--- config.mk ---
export PLATFORM = sky130hd
export DESIGN_NAME = sprite_frame_sequencer
export DESIGN_NICKNAME = d
export VERILOG_FILES = /design/src/sfs_pkg.sv /design/src/sprite_frame_sequencer.sv /design/src/sfs_dp.sv /design/src/sfs_ctrl.sv
export SDC_FILE = /design/constraint.sdc
export NUM_CORES = 1
export LEC_CHECK = 0
export ABC_AREA = 1
export BUFFER_PORTS_ARGS = -buffer_cell sky130_fd_sc_hd__buf_4
export CORE_MARGIN = 3
export CORE_UTILIZATION = 60
export CTS_CLUSTER_SIZE = 20
export DETAILED_ROUTE_END_ITERATION = 8
export PLACE_DENSITY_LB_ADDON = 0.25
export SKIP_LAST_GASP = 1
export SLEW_MARGIN = 40
export SYNTH_ARGS = -nofsm -noshare
export SYNTH_HDL_FRONTEND = slang
export SYNTH_HIERARCHICAL = 1
export SYNTH_SLANG_ARGS = --single-unit
--- constraint.sdc ---
create_clock -name clk_i -period 9.9 [get_ports clk_i]
set_input_delay 0.495 -clock clk_i [delete_from_list [all_inputs] [get_ports clk_i]]
set_output_delay 0.495 -clock clk_i [all_outputs]
set_load 0.01 [all_outputs]
--- src/sfs_pkg.sv ---
// ----------------------------------------------------------------------------
// sfs_pkg: shared constants and types of the sprite frame sequencer
// Field widths, derived datapath widths, mode codes, register indexes and the
// command and status groups between controller and datapath.
// ----------------------------------------------------------------------------
package sfs_pkg;

  localparam int MAX_FRAMES = 256;
  localparam int TIME_BITS  = 32;

  // fixed field widths
  localparam int MODE_W     = 3;
  localparam int FC_W       = 9;
  localparam int DUR_W      = 32;
  localparam int FF_W       = 16;
  localparam int DELTA_W    = 16;
  localparam int IDX_W      = 16;
  localparam int NUM_W      = 8;
  localparam int CFG_IDX_W  = 3;
  localparam int CFG_DATA_W = 32;

  // derived widths
  localparam int AW    = (TIME_BITS > DUR_W) ? TIME_BITS : DUR_W;  // divisor / remainder
  localparam int FB    = $clog2(MAX_FRAMES + 1);                   // frame count
  localparam int CF_W  = $clog2(MAX_FRAMES);                       // frame number
  localparam int QW    = $clog2(MAX_FRAMES) + 2;                   // quotient (< 3 * frames)
  localparam int PW    = AW + FB;                                  // product
  localparam int DW    = (TIME_BITS > QW) ? TIME_BITS : QW;        // dividend shifter
  localparam int CNT_W = $clog2(DW + 1);

  typedef enum logic [MODE_W-1:0] {
    MODE_ONCE         = 3'd0,
    MODE_ONCE_END     = 3'd1,
    MODE_LOOP         = 3'd2,
    MODE_ONCE_REV     = 3'd3,
    MODE_ONCE_END_REV = 3'd4,
    MODE_LOOP_REV     = 3'd5,
    MODE_SWING        = 3'd6,
    MODE_SWING_REV    = 3'd7
  } mode_e;

  localparam logic [CFG_IDX_W-1:0] CFG_MODE          = 3'd0;
  localparam logic [CFG_IDX_W-1:0] CFG_FRAME_COUNT   = 3'd1;
  localparam logic [CFG_IDX_W-1:0] CFG_DURATION      = 3'd2;
  localparam logic [CFG_IDX_W-1:0] CFG_FIRST_FRAME   = 3'd3;
  localparam logic [CFG_IDX_W-1:0] CFG_REST_ON_FIRST = 3'd4;

  localparam logic OP_TICK  = 1'b0;
  localparam logic OP_START = 1'b1;

  typedef struct packed {
    logic capture;    // take the input word
    logic eval;       // start command, or saturating time add
    logic stop;       // once mode ran out
    logic mod_load;   // set divider up for time remainder
    logic div_step;   // one restoring division step
    logic rem_to_t;   // last remainder step: wrapped time back to t
    logic mul_load;   // scale by frame count and set divider up for quotient
    logic frame_set;  // clamp / mirror quotient into current frame
    logic out_load;   // load output register
  } cmd_t;

  typedef struct packed {
    logic start;
    logic active;
    logic once_mode;
    logic t_ge_dur;
  } status_t;

endpackage

--- src/sprite_frame_sequencer.sv ---
// ----------------------------------------------------------------------------
// sprite_frame_sequencer: sprite animation frame sequencer
// Start and tick words drive a frame counter over time; once, loop and swing
// modes with reversed forms; one result word per input word.
// ----------------------------------------------------------------------------
//  channel | direction | handshake                 | payload
//  in      | input     | in_valid_i / in_ready_o   | opcode_i, delta_ms_i
//  out     | output    | out_valid_o / out_ready_i | frame_index_o, frame_number_o, running_o
//  cfg     | input     | cfg_valid_i / cfg_ready_o | cfg_index_i, cfg_data_i
//
//  Start, or tick while stopped: evaluate, then the result. Tick that ends a
//  once run: evaluate, range check, stop. Other ticks: scale, then 10 quotient
//  steps of the shared divider with the default sizes, then frame update; when
//  the time reaches the duration in loop and swing modes, a remainder through
//  the same divider comes first. A result waits in the output register; the
//  next word is taken meanwhile and its result held until the register frees.
//  Reset is asynchronous, active low; config is always ready.
// ----------------------------------------------------------------------------
module sprite_frame_sequencer (
  input  logic                            clk_i,
  input  logic                            rst_ni,
  input  logic                            cfg_valid_i,
  output logic                            cfg_ready_o,
  input  logic [sfs_pkg::CFG_IDX_W-1:0]   cfg_index_i,
  input  logic [sfs_pkg::CFG_DATA_W-1:0]  cfg_data_i,
  input  logic                            in_valid_i,
  output logic                            in_ready_o,
  input  logic                            opcode_i,
  input  logic [sfs_pkg::DELTA_W-1:0]     delta_ms_i,
  output logic                            out_valid_o,
  input  logic                            out_ready_i,
  output logic [sfs_pkg::IDX_W-1:0]       frame_index_o,
  output logic [sfs_pkg::NUM_W-1:0]       frame_number_o,
  output logic                            running_o
);

  sfs_pkg::cmd_t    cmd;
  sfs_pkg::status_t status;

  assign cfg_ready_o = 1'b1;

  sfs_ctrl u_ctrl (
    .clk_i       (clk_i),
    .rst_ni      (rst_ni),
    .in_valid_i  (in_valid_i),
    .in_ready_o  (in_ready_o),
    .out_valid_o (out_valid_o),
    .out_ready_i (out_ready_i),
    .status_i    (status),
    .cmd_o       (cmd)
  );

  sfs_dp u_dp (
    .clk_i          (clk_i),
    .rst_ni         (rst_ni),
    .cfg_valid_i    (cfg_valid_i),
    .cfg_index_i    (cfg_index_i),
    .cfg_data_i     (cfg_data_i),
    .opcode_i       (opcode_i),
    .delta_ms_i     (delta_ms_i),
    .cmd_i          (cmd),
    .status_o       (status),
    .frame_index_o  (frame_index_o),
    .frame_number_o (frame_number_o),
    .running_o      (running_o)
  );

endmodule

--- src/sfs_dp.sv ---
// ----------------------------------------------------------------------------
// sfs_dp: sequencer datapath
// Configuration registers, animation state, a shared restoring divider used
// for the time remainder and the frame quotient, and the output register.
// ----------------------------------------------------------------------------
module sfs_dp (
  input  logic                             clk_i,
  input  logic                             rst_ni,
  input  logic                             cfg_valid_i,
  input  logic [sfs_pkg::CFG_IDX_W-1:0]    cfg_index_i,
  input  logic [sfs_pkg::CFG_DATA_W-1:0]   cfg_data_i,
  input  logic                             opcode_i,
  input  logic [sfs_pkg::DELTA_W-1:0]      delta_ms_i,
  input  sfs_pkg::cmd_t                    cmd_i,
  output sfs_pkg::status_t                 status_o,
  output logic [sfs_pkg::IDX_W-1:0]        frame_index_o,
  output logic [sfs_pkg::NUM_W-1:0]        frame_number_o,
  output logic                             running_o
);

  localparam int AW = sfs_pkg::AW;
  localparam int TB = sfs_pkg::TIME_BITS;
  localparam int FB = sfs_pkg::FB;
  localparam int QW = sfs_pkg::QW;
  localparam int PW = sfs_pkg::PW;
  localparam int DW = sfs_pkg::DW;
  localparam int CF_W = sfs_pkg::CF_W;
  localparam int IDX_W = sfs_pkg::IDX_W;

  // configuration
  sfs_pkg::mode_e                 mode_q;
  logic [sfs_pkg::FC_W-1:0]       fc_q;
  logic [sfs_pkg::DUR_W-1:0]      dur_q;
  logic [sfs_pkg::FF_W-1:0]       ff_q;
  logic                           rest_q;

  // animation state
  logic [TB-1:0]                  elapsed_q;
  logic [CF_W-1:0]                cur_q;
  logic                           active_q;

  // working registers
  logic                           op_q;
  logic [sfs_pkg::DELTA_W-1:0]    delta_q;
  logic [TB-1:0]                  t_q;
  logic [AW-1:0]                  rem_q;
  logic [DW-1:0]                  dvd_q;
  logic [AW-1:0]                  div_q;
  logic [QW-1:0]                  quot_q;
  logic [IDX_W-1:0]               fidx_q;
  logic [sfs_pkg::NUM_W-1:0]      fnum_q;
  logic                           run_q;

  logic [FB-1:0]                  frames;
  logic [FB-1:0]                  frames_m1;
  logic [CF_W-1:0]                last_frame;
  logic [AW-1:0]                  dur_eff;
  logic [AW-1:0]                  half;
  logic [TB:0]                    sum;
  logic [TB-1:0]                  t_sat;
  logic [AW-1:0]                  t_ext;
  logic [AW-1:0]                  t_rev;
  logic                           once_mode;
  logic                           fwd_start;
  logic                           swing;
  logic                           up;
  logic [AW-1:0]                  num;
  logic [AW-1:0]                  divisor;
  logic [PW-1:0]                  prod;
  logic [AW:0]                    shifted;
  logic [AW:0]                    diff;
  logic                           q_bit;
  logic [AW-1:0]                  rem_nx;
  logic [QW-1:0]                  qmax;
  logic [QW-1:0]                  f_clamp;
  logic [QW-1:0]                  f_fin;
  logic [IDX_W:0]                 idx_sum;
  logic [IDX_W-1:0]               fidx;

  always_comb begin
    if (fc_q == '0) begin
      frames = FB'(1);
    end else if (32'(fc_q) > 32'(sfs_pkg::MAX_FRAMES)) begin
      frames = FB'(sfs_pkg::MAX_FRAMES);
    end else begin
      frames = FB'(fc_q);
    end
  end

  assign frames_m1  = frames - FB'(1);
  assign last_frame = CF_W'(frames_m1);
  assign dur_eff    = (dur_q == '0) ? AW'(1) : AW'(dur_q);
  assign half       = ((dur_eff >> 1) == '0) ? AW'(1) : (dur_eff >> 1);

  assign sum   = (TB+1)'(elapsed_q) + (TB+1)'(delta_q);
  assign t_sat = sum[TB] ? '1 : sum[TB-1:0];
  assign t_ext = AW'(t_q);
  assign t_rev = dur_eff - t_ext - AW'(1);
  assign up    = t_ext < half;

  assign once_mode = (mode_q == sfs_pkg::MODE_ONCE) || (mode_q == sfs_pkg::MODE_ONCE_END) ||
                     (mode_q == sfs_pkg::MODE_ONCE_REV) ||
                     (mode_q == sfs_pkg::MODE_ONCE_END_REV);
  assign fwd_start = (mode_q == sfs_pkg::MODE_ONCE) || (mode_q == sfs_pkg::MODE_ONCE_END) ||
                     (mode_q == sfs_pkg::MODE_LOOP) || (mode_q == sfs_pkg::MODE_SWING);
  assign swing     = (mode_q == sfs_pkg::MODE_SWING) || (mode_q == sfs_pkg::MODE_SWING_REV);

  always_comb begin
    case (mode_q)
      sfs_pkg::MODE_ONCE, sfs_pkg::MODE_ONCE_END, sfs_pkg::MODE_LOOP: num = t_ext;
      sfs_pkg::MODE_ONCE_REV, sfs_pkg::MODE_ONCE_END_REV, sfs_pkg::MODE_LOOP_REV: num = t_rev;
      sfs_pkg::MODE_SWING, sfs_pkg::MODE_SWING_REV: num = up ? t_ext : t_rev;
      default: num = t_ext;
    endcase
  end

  assign divisor = swing ? half : dur_eff;
  assign prod    = PW'(num) * PW'(frames);

  // restoring division step, shared by remainder and quotient
  assign shifted = {rem_q, dvd_q[DW-1]};
  assign diff    = shifted - {1'b0, div_q};
  assign q_bit   = shifted >= {1'b0, div_q};
  assign rem_nx  = q_bit ? diff[AW-1:0] : shifted[AW-1:0];

  assign qmax    = QW'(frames_m1);
  assign f_clamp = (quot_q > qmax) ? qmax : quot_q;
  assign f_fin   = (mode_q == sfs_pkg::MODE_SWING_REV) ? (qmax - f_clamp) : f_clamp;

  assign idx_sum = (IDX_W+1)'(ff_q) + (IDX_W+1)'(cur_q);
  assign fidx    = idx_sum[IDX_W] ? '1 : idx_sum[IDX_W-1:0];

  assign status_o.start     = (op_q == sfs_pkg::OP_START);
  assign status_o.active    = active_q;
  assign status_o.once_mode = once_mode;
  assign status_o.t_ge_dur  = t_ext >= dur_eff;

  always_ff @(posedge clk_i or negedge rst_ni) begin
    if (!rst_ni) begin
      mode_q    <= sfs_pkg::MODE_ONCE;
      fc_q      <= sfs_pkg::FC_W'(1);
      dur_q     <= sfs_pkg::DUR_W'(1);
      ff_q      <= '0;
      rest_q    <= 1'b1;
      elapsed_q <= '0;
      cur_q     <= '0;
      active_q  <= 1'b0;
    end else begin
      if (cfg_valid_i) begin
        case (cfg_index_i)
          sfs_pkg::CFG_MODE:          mode_q <= sfs_pkg::mode_e'(cfg_data_i[sfs_pkg::MODE_W-1:0]);
          sfs_pkg::CFG_FRAME_COUNT:   fc_q   <= cfg_data_i[sfs_pkg::FC_W-1:0];
          sfs_pkg::CFG_DURATION:      dur_q  <= cfg_data_i[sfs_pkg::DUR_W-1:0];
          sfs_pkg::CFG_FIRST_FRAME:   ff_q   <= cfg_data_i[sfs_pkg::FF_W-1:0];
          sfs_pkg::CFG_REST_ON_FIRST: rest_q <= cfg_data_i[0];
          default: ;
        endcase
      end
      if (cmd_i.eval && (op_q == sfs_pkg::OP_START)) begin
        active_q  <= 1'b1;
        elapsed_q <= '0;
        cur_q     <= fwd_start ? '0 : last_frame;
      end
      if (cmd_i.stop) begin
        active_q  <= 1'b0;
        elapsed_q <= '0;
        cur_q     <= rest_q ? '0 : last_frame;
      end
      if (cmd_i.mul_load) begin
        elapsed_q <= t_q;
      end
      if (cmd_i.frame_set) begin
        cur_q <= CF_W'(f_fin);
      end
    end
  end

  always_ff @(posedge clk_i) begin
    if (cmd_i.capture) begin
      op_q    <= opcode_i;
      delta_q <= delta_ms_i;
    end
    if (cmd_i.eval) begin
      t_q <= t_sat;
    end
    if (cmd_i.mod_load) begin
      rem_q <= '0;
      dvd_q <= DW'(t_q) << (DW - TB);
      div_q <= dur_eff;
    end
    if (cmd_i.div_step) begin
      rem_q  <= rem_nx;
      dvd_q  <= dvd_q << 1;
      quot_q <= {quot_q[QW-2:0], q_bit};
    end
    // remainder never exceeds the time it came from
    if (cmd_i.rem_to_t) begin
      t_q <= rem_nx[TB-1:0];
    end
    // quotient is below 2^QW, so the top of the product starts as remainder
    if (cmd_i.mul_load) begin
      rem_q <= AW'(prod >> QW);
      dvd_q <= DW'(prod[QW-1:0]) << (DW - QW);
      div_q <= divisor;
    end
    if (cmd_i.out_load) begin
      fidx_q <= fidx;
      fnum_q <= sfs_pkg::NUM_W'(cur_q);
      run_q  <= active_q;
    end
  end

  assign frame_index_o  = fidx_q;
  assign frame_number_o = fnum_q;
  assign running_o      = run_q;

  a_rem_below_div: assert property (@(posedge clk_i) disable iff (!rst_ni)
    cmd_i.div_step |-> rem_q < div_q)
    else $error("divider remainder not below divisor");

  a_frame_in_range: assert property (@(posedge clk_i) disable iff (!rst_ni)
    cmd_i.frame_set |=> cur_q <= $past(last_frame))
    else $error("frame beyond last frame");

endmodule

--- src/sfs_ctrl.sv ---
// ----------------------------------------------------------------------------
// sfs_ctrl: sequencer controller
// Steps the datapath through evaluate and, for running ticks, remainder when
// due, scale, divide and frame update; owns the handshakes and step counter.
// ----------------------------------------------------------------------------
module sfs_ctrl (
  input  logic              clk_i,
  input  logic              rst_ni,
  input  logic              in_valid_i,
  output logic              in_ready_o,
  output logic              out_valid_o,
  input  logic              out_ready_i,
  input  sfs_pkg::status_t  status_i,
  output sfs_pkg::cmd_t     cmd_o
);

  typedef enum logic [2:0] {
    S_IDLE,
    S_EVAL,
    S_RANGE,
    S_MOD,
    S_MUL,
    S_DIV,
    S_FRAME,
    S_DONE
  } state_e;

  state_e                      state_q;
  logic [sfs_pkg::CNT_W-1:0]   cnt_q;
  logic                        out_valid_q;
  logic                        last_step;

  assign last_step = (cnt_q == sfs_pkg::CNT_W'(1));

  always_comb begin
    cmd_o = '0;
    case (state_q)
      S_IDLE:  cmd_o.capture   = in_valid_i;
      S_EVAL:  cmd_o.eval      = 1'b1;
      S_RANGE: begin
        cmd_o.stop     = status_i.once_mode && status_i.t_ge_dur;
        cmd_o.mod_load = !status_i.once_mode && status_i.t_ge_dur;
      end
      S_MOD: begin
        cmd_o.div_step = 1'b1;
        cmd_o.rem_to_t = last_step;
      end
      S_MUL:   cmd_o.mul_load  = 1'b1;
      S_DIV:   cmd_o.div_step  = 1'b1;
      S_FRAME: cmd_o.frame_set = 1'b1;
      S_DONE:  cmd_o.out_load  = !out_valid_q || out_ready_i;
      default: cmd_o = '0;
    endcase
  end

  always_ff @(posedge clk_i or negedge rst_ni) begin
    if (!rst_ni) begin
      state_q     <= S_IDLE;
      cnt_q       <= '0;
      out_valid_q <= 1'b0;
    end else begin
      if (out_ready_i) begin
        out_valid_q <= 1'b0;
      end
      if (cmd_o.out_load) begin
        out_valid_q <= 1'b1;
      end
      case (state_q)
        S_IDLE: begin
          if (in_valid_i) state_q <= S_EVAL;
        end
        S_EVAL: begin
          state_q <= (status_i.start || !status_i.active) ? S_DONE : S_RANGE;
        end
        S_RANGE: begin
          if (status_i.t_ge_dur && status_i.once_mode) begin
            state_q <= S_DONE;
          end else if (status_i.t_ge_dur) begin
            cnt_q   <= sfs_pkg::CNT_W'(sfs_pkg::TIME_BITS);
            state_q <= S_MOD;
          end else begin
            state_q <= S_MUL;
          end
        end
        S_MOD: begin
          cnt_q <= cnt_q - sfs_pkg::CNT_W'(1);
          if (last_step) state_q <= S_MUL;
        end
        S_MUL: begin
          cnt_q   <= sfs_pkg::CNT_W'(sfs_pkg::QW);
          state_q <= S_DIV;
        end
        S_DIV: begin
          cnt_q <= cnt_q - sfs_pkg::CNT_W'(1);
          if (last_step) state_q <= S_FRAME;
        end
        S_FRAME: state_q <= S_DONE;
        S_DONE: begin
          if (cmd_o.out_load) state_q <= S_IDLE;
        end
        default: state_q <= S_IDLE;
      endcase
    end
  end

  assign in_ready_o  = (state_q == S_IDLE);
  assign out_valid_o = out_valid_q;

  a_cnt_live: assert property (@(posedge clk_i) disable iff (!rst_ni)
    (state_q == S_MOD || state_q == S_DIV) |-> cnt_q != '0)
    else $error("step counter empty while dividing");

  a_accept_eval: assert property (@(posedge clk_i) disable iff (!rst_ni)
    (in_valid_i && in_ready_o) |=> state_q == S_EVAL)
    else $error("accepted word not evaluated");

  a_load_shows: assert property (@(posedge clk_i) disable iff (!rst_ni)
    cmd_o.out_load |=> out_valid_o)
    else $error("loaded result not presented");

endmodule
# Word level (Yosys, flattened, before mapping)
# Cells that the tools add are included.
dict set report totals {
  output_inout_bits 28
  memories 0
  register_bits 292
  inputBits 57
  word_cells 156
  ramBits 0
  latchBits 0
  rom_bits 0
}
dict set report classes {
  bitwise 0
  reduce_logical 41
  n_eq_ne 25
  div_mod_pow 0
  n_addsub 8
  mul 1
  order_cmp 5
  mux 52
  shifts 0
}
# operator n
set ops {}
lappend ops {{two-way mux 32 bit} 17}
lappend ops {{one-hot mux 32 bit (3 select lines)} 1}
lappend ops {{logical NOT 32 bit} 2}
lappend ops {{subtractor 32 bit} 2}
lappend ops {{two-way mux 31 bit} 2}
lappend ops {{two-way mux 8 bit} 7}
lappend ops {{multiplier 32 x 9 -> 41 bit} 1}
lappend ops {{adder 32 x 16 -> 33 bit} 1}
lappend ops {{greater-or-equal comparator 33 x 32 -> 1 bit} 1}
lappend ops {{greater-or-equal comparator 32 bit} 1}
lappend ops {{less-than comparator 32 bit} 1}
lappend ops {{subtractor 32 x 1 -> 32 bit, second input constant} 1}
lappend ops {{== test 3 bit, second input constant} 9}
lappend ops {{one-hot mux 3 bit (8 select lines)} 1}
lappend ops {{two-way mux 3 bit} 7}
lappend ops {{== test 3 x 2 -> 1 bit, second input constant} 6}
lappend ops {{two-way mux 9 bit} 2}
lappend ops {{one-hot mux 6 bit (3 select lines)} 1}
lappend ops {{adder 16 x 8 -> 17 bit} 1}
lappend ops {{two-way mux 6 bit} 2}
lappend ops {{nonzero test 3 bit} 4}
lappend ops {{two-way mux 1 bit} 11}
lappend ops {{> comparator 10 x 9 -> 1 bit} 1}
lappend ops {{AND reduction 2 bit} 5}
lappend ops {{19 further kinds} 45}

# Depth between registers and ports, before layout
dict set report depth {
  word_depth 10
  ltp_mapped 46
  mapped_depth_nobuf 45
}

# Cells and area by module
# Netlist, hierarchy kept.
# mod cells_per_inst seq_area_each_um2 instances area_per_inst_um2
set modules_own_cells {}
lappend modules_own_cells {sfs_dp 3634 7731.2 1 28147.0}
lappend modules_own_cells {sfs_ctrl 107 250.2 1 709.4}
lappend modules_own_cells {sprite_frame_sequencer 2 0.0 1 11.3}

# Worst setup path after synthesis
# No wires, ideal clock.
dict set report synth_timing {
  path_kind {reg-to-reg}
  from {register u_dp/dur_q[5] (netlist name)}
  to {register u_dp.rem_q[30], data pin}
  path_buffers 0
  synth_period_minus_slack_ps 7072
  t_arrival_ps 6809
  setup_slack_ps 2828
  path_stages_with_launch 42
  t_required_ps 9637
  setup_ps 263
  path_cell_list {dfrtp_1 > nor2_1 > nand4_1 > nor3_1 > a41o_1 > ha_1 > inv_1 > fa_1 > o21ai_1 > nand3_1 > nand2_1 > nand2_1 > nand2_1 > a21oi_1 > o21ai_2 > xor2_1 > inv_1 > o21ai_0 > (+6 left out) > fa_1 > inv_1 > fa_1 > inv_1 > ha_1 > nand2_1 > nor2_1 > nand2_1 > nor4b_1 > nand3_1 > nand3_1 > nand2_1 > inv_1 > o21ai_0 > nand2_1 > a21oi_1 > o21ai_0 > o21ai_0}
}
dict set report synth_between {
  elab_chain_cells 9
  word_cells_on_any_way 11
  cone_classes {2 x add/sub; 1 x mul; 1 x order compare; 5 x mux; 2 x reduce/logical}
}
# element line_no
set synth_lines {}
lappend synth_lines {{start: declaration} sfs_dp.sv:33} ;# logic [sfs_pkg::DUR_W-1:0] dur_q;
lappend synth_lines {{start signal: assignment} sfs_dp.sv:142} ;# dur_q <= sfs_pkg::DUR_W'(1);
lappend synth_lines {{start signal: assignment} sfs_dp.sv:153} ;# sfs_pkg::CFG_DURATION: dur_q <= cfg_data_i[sfs_pkg::DUR_W-1:0];
lappend synth_lines {{logical NOT 32 bit} sfs_dp.sv:92} ;# assign dur_eff = (dur_q == '0) ? AW'(1) : AW'(dur_q);
lappend synth_lines {{two-way mux 32 bit *} sfs_dp.sv:92}
lappend synth_lines {{parallel branches: the longest is 4 deep, another holds subtractor 32 bit} n/a}
lappend synth_lines {{one-hot mux 32 bit (3 select lines) *} sfs_dp.sv:109} ;# case (mode_q)
lappend synth_lines {{multiplier 32 x 9 -> 41 bit *} sfs_dp.sv:118} ;# assign prod = PW'(num) * PW'(frames);
lappend synth_lines {{two-way mux 31 bit *} sfs_dp.sv:201} ;# if (cmd_i.mul_load) begin
lappend synth_lines {{end signal: assignment} sfs_dp.sv:192} ;# rem_q <= rem_nx;
lappend synth_lines {{end signal: assignment} sfs_dp.sv:202} ;# rem_q <= AW'(prod >> QW);
lappend synth_lines {{end: declaration} sfs_dp.sv:46} ;# logic [AW-1:0] rem_q;
# Mark *: on every way between the ends.
# A chain may end at the register's enable or synchronous reset.

# Worst setup path in the final report
dict set report layout_timing {
  from {register u_dp/dur_q[23] (netlist name)}
  to {register u_dp.rem_q[13], data pin}
}
# Same word-level chain as after synthesis.

==> summary.txt <==
Run status
  • Status: finished, final reports clean

GRT
  • GRT Overall Usage: 0.3542
  • Largest net degree at the start of global routing: 74
  • Total gr overflow: 0
  • Global-route wire length before repair: 139000 um
  • Number of global-route vias before repair: 24745
  • Initial antenna violation count: 2

Clock tree
  • Inserted Clock Buffers: 31
  • H-tree depth: 1
  • Worst skew pair latency: 0.61 ns
  • Cts hold-fix bufs: 1
  • Number of post-CTS setup repair buffers: 0
  • Resized Gates After CTS: 0
  • Clock root cell: clkbuf_16
  • Max clock buf depth: 3
  • Clock transition at the registers of the reported paths: 0.07 ns
  • CTS tree: built
  • Sink Count: 292

Logic synthesis
  • Syn Area/Cell: 7.712 um^2
  • Area leader, netlist: edfxtp_1
  • XOR/XNOR share of the synthesized area: 0.03034
  • Ys async rst share: 0.3836
  • Top FF cell, synth: edfxtp_1
  • Synthesized instance count: 3743
  • Top post-synthesis cells by area: edfxtp_1 16%, fa_1 15%, ha_1 9.9%, dfrtp_1 9.4%, nand2_1 9.4%
  • Synth cell types: 63
  • Seq/Total Area, Yosys: 0.2765
  • Syn Nets: 4245
  • Synth Register Bits: 292
  • Synthesized cell area: 0.02887 mm^2
  • Yosys warnings: 6
  • Largest family of logic cells by synthesized area: adder cells
  • EDFF count, synth: 157
  • Post-synthesis mux area share: 0
  • Post-synthesis simple-gate area fraction: 0.2017
  • Complex-gate fraction of the synthesized area: 0.1367
  • Synth Area in Adders: 0.2490
  • Share of the synthesized area in the top cell type: 0.1633

Timing
  • Final period util: 0.9145
  • Final count of hold timing violations: 0
  • Relative slew slack: 0.3907
  • Final Skew: 0.01511 ns
  • Max Slew Vio Count: 0
  • Final Critical Period: 9.054 ns
  • Fmax: 0.1105 GHz
  • Setup TNS: 0 ns
  • Final setup fails: 0
  • Worst slew pin tran: 0.9055 ns
  • RSZ-0062 raised after global routing: false

Setup path
  • Crit path depth: 37
  • Crit-path leading delay family: adder cells
  • Worst-path maximum fanout: 7
  • Crit path largest cell delay: 0.69 ns
  • Slowest CP cell: nor4_1
  • Worst Path Required: 10.22 ns
  • CP bufs+invs: 5
  • Data arrival, critical path: 9.37 ns
  • Cell mode on critical path: nand2_1
  • Setup CP Type: reg -> reg
  • Startpoint Class: flop
  • Nature of the critical path endpoint: flop
  • Worst Reg-to-Reg Cells: 37

Routing
  • Max layer used: met4
  • Met3 wire length: 9213 um
  • Final wirelength: 89780 um
  • Initial DRC count: 2738
  • Wl on met1: 35910 um
  • WL/cell: 20.46 um
  • WL met2: 39920 um
  • Via count: 25847
  • Post-route ant nets: 0
  • DRT Pass-1 Iters: 6
  • Residual DRC: 0
  • Vias per cell: 5.892

Floorplan
  • DIE HEIGHT: 225.3 um
  • Initial Util: 0.6136
  • Boundary Pins: 85
  • Core area: 0.04705 mm^2
  • Die W: 225.3 um
  • # rows: 79
  • DIE AREA: 0.05078 mm^2

Place
  • # port buffers: 83
  • GPL Wtd Cong: 1.032
  • Final HPWL from detailed placement: 71930 um

Final layout
  • Layout Nets: 4257
  • Layout cells sized above 1: 0.06587
  • Synth-to-layout area growth: 7.420%
  • Final core utilization: 0.6591
  • Antenna cells: 0

Worst hold path
  • Worst Hold Class: in -> reg
  • Hold Path Depth: 1

Run
  • Maximum Capacitance Violations: 0
## worst paths after layout
check                               start  slack, ns              end
setup / recovery           u_dp/dur_q[23]       0.85   u_dp/rem_q[13]
hold / removal                   opcode_i       0.07        u_dp/op_q
setup reg to reg           u_dp/dur_q[23]       0.85   u_dp/rem_q[13]
hold reg to reg            u_dp/quot_q[8]       0.45   u_dp/quot_q[9]
max in group asynchronous          rst_ni       8.38    u_dp/cur_q[6]
min in group asynchronous          rst_ni       0.44  u_ctrl/cnt_q[2]
## cells in the mapped netlist, drive strengths merged, types with 15 or more instances
master	n
inv	663
dfxtp	23
o22ai	15
o211ai	18
xor2	51
ha	229
edfxtp	157
fa	216
o21ai	331
nor2	346
dfrtp	109
nand2	747
nand4	33
nor3	34
buf	20
xnor2	49
nand3	201
o21a	15
clkbuf	111
a21oi	262
## cells in the final DEF (no fill, tap or decap), types with 18 or more instances in the layout
cell type / count
a21oi_1: 258
buf_4: 108
clkbuf_16: 32
dfrtp_1: 109
dfxtp_1: 23
edfxtp_1: 157
fa_1: 216
ha_1: 229
inv_1: 645
inv_2: 18
nand2_1: 718
nand2_2: 28
nand3_1: 197
nand4_1: 33
nor2_1: 336
nor3_1: 33
o21ai_0: 308
xnor2_1: 49
xor2_1: 51
## area by class of cell
class / instances / area (um^2)
inverter: 664 / 2494
clock buffer: 43 / 862.1
multi-input combinational: 2656 / 17880
fill: 4116 / 16040
tap: 607 / 759.5
timing repair buffer: 110 / 832.0
clock inverter: 15 / 201.4
sequential: 292 / 7981
## cell families after synthesis
group	count (synthesis)
flip-flops	292
adder cells (fa/ha/maj)	445
AND/OR/NAND/NOR	1395
XOR/XNOR	100
other	1
AO/OA/AOI/OAI	715
buffers and inverters	795
## registers in the layout (all words and copies together), names as in the netlist, 3 cells and up
signal,flops
u_ctrl/cnt_q,6
u_ctrl/state_q,3
u_dp/cur_q,8
u_dp/delta_q,16
u_dp/div_q,32
u_dp/dur_q,32
u_dp/dvd_q,32
u_dp/elapsed_q,32
u_dp/fc_q,9
u_dp/ff_q,16
u_dp/frame_index_o,16
u_dp/frame_number_o,8
u_dp/mode_q,3
u_dp/quot_q,10
u_dp/rem_q,32
u_dp/t_ext,32
## metrics by stage
step           std cells  hold WS, ns  instance area, um^2  setup WS [ns]
6_report            4387      0.06526                31010         0.8463
5_1_grt             4387      0.04838                31010         0.4017
4_1_cts             4387      0.04265                31000         0.9332
3_5_place_dp        4328       0.4605                29930         0.9444
3_3_place_gp        4327       0.4385                29910          1.197
2_1_floorplan       3743       0.1994                28870          2.828
## layer usage
metal	GRT usage	vias to the layer above
li1	-	12101
met2	0.5584	1362
met4	0.1585	0
met5	0	-
met3	0.06787	236
met1	0.4790	12148
Power is not shown: default switching activity piles up to over one toggle a cycle in this logic, so the estimate is an artifact.
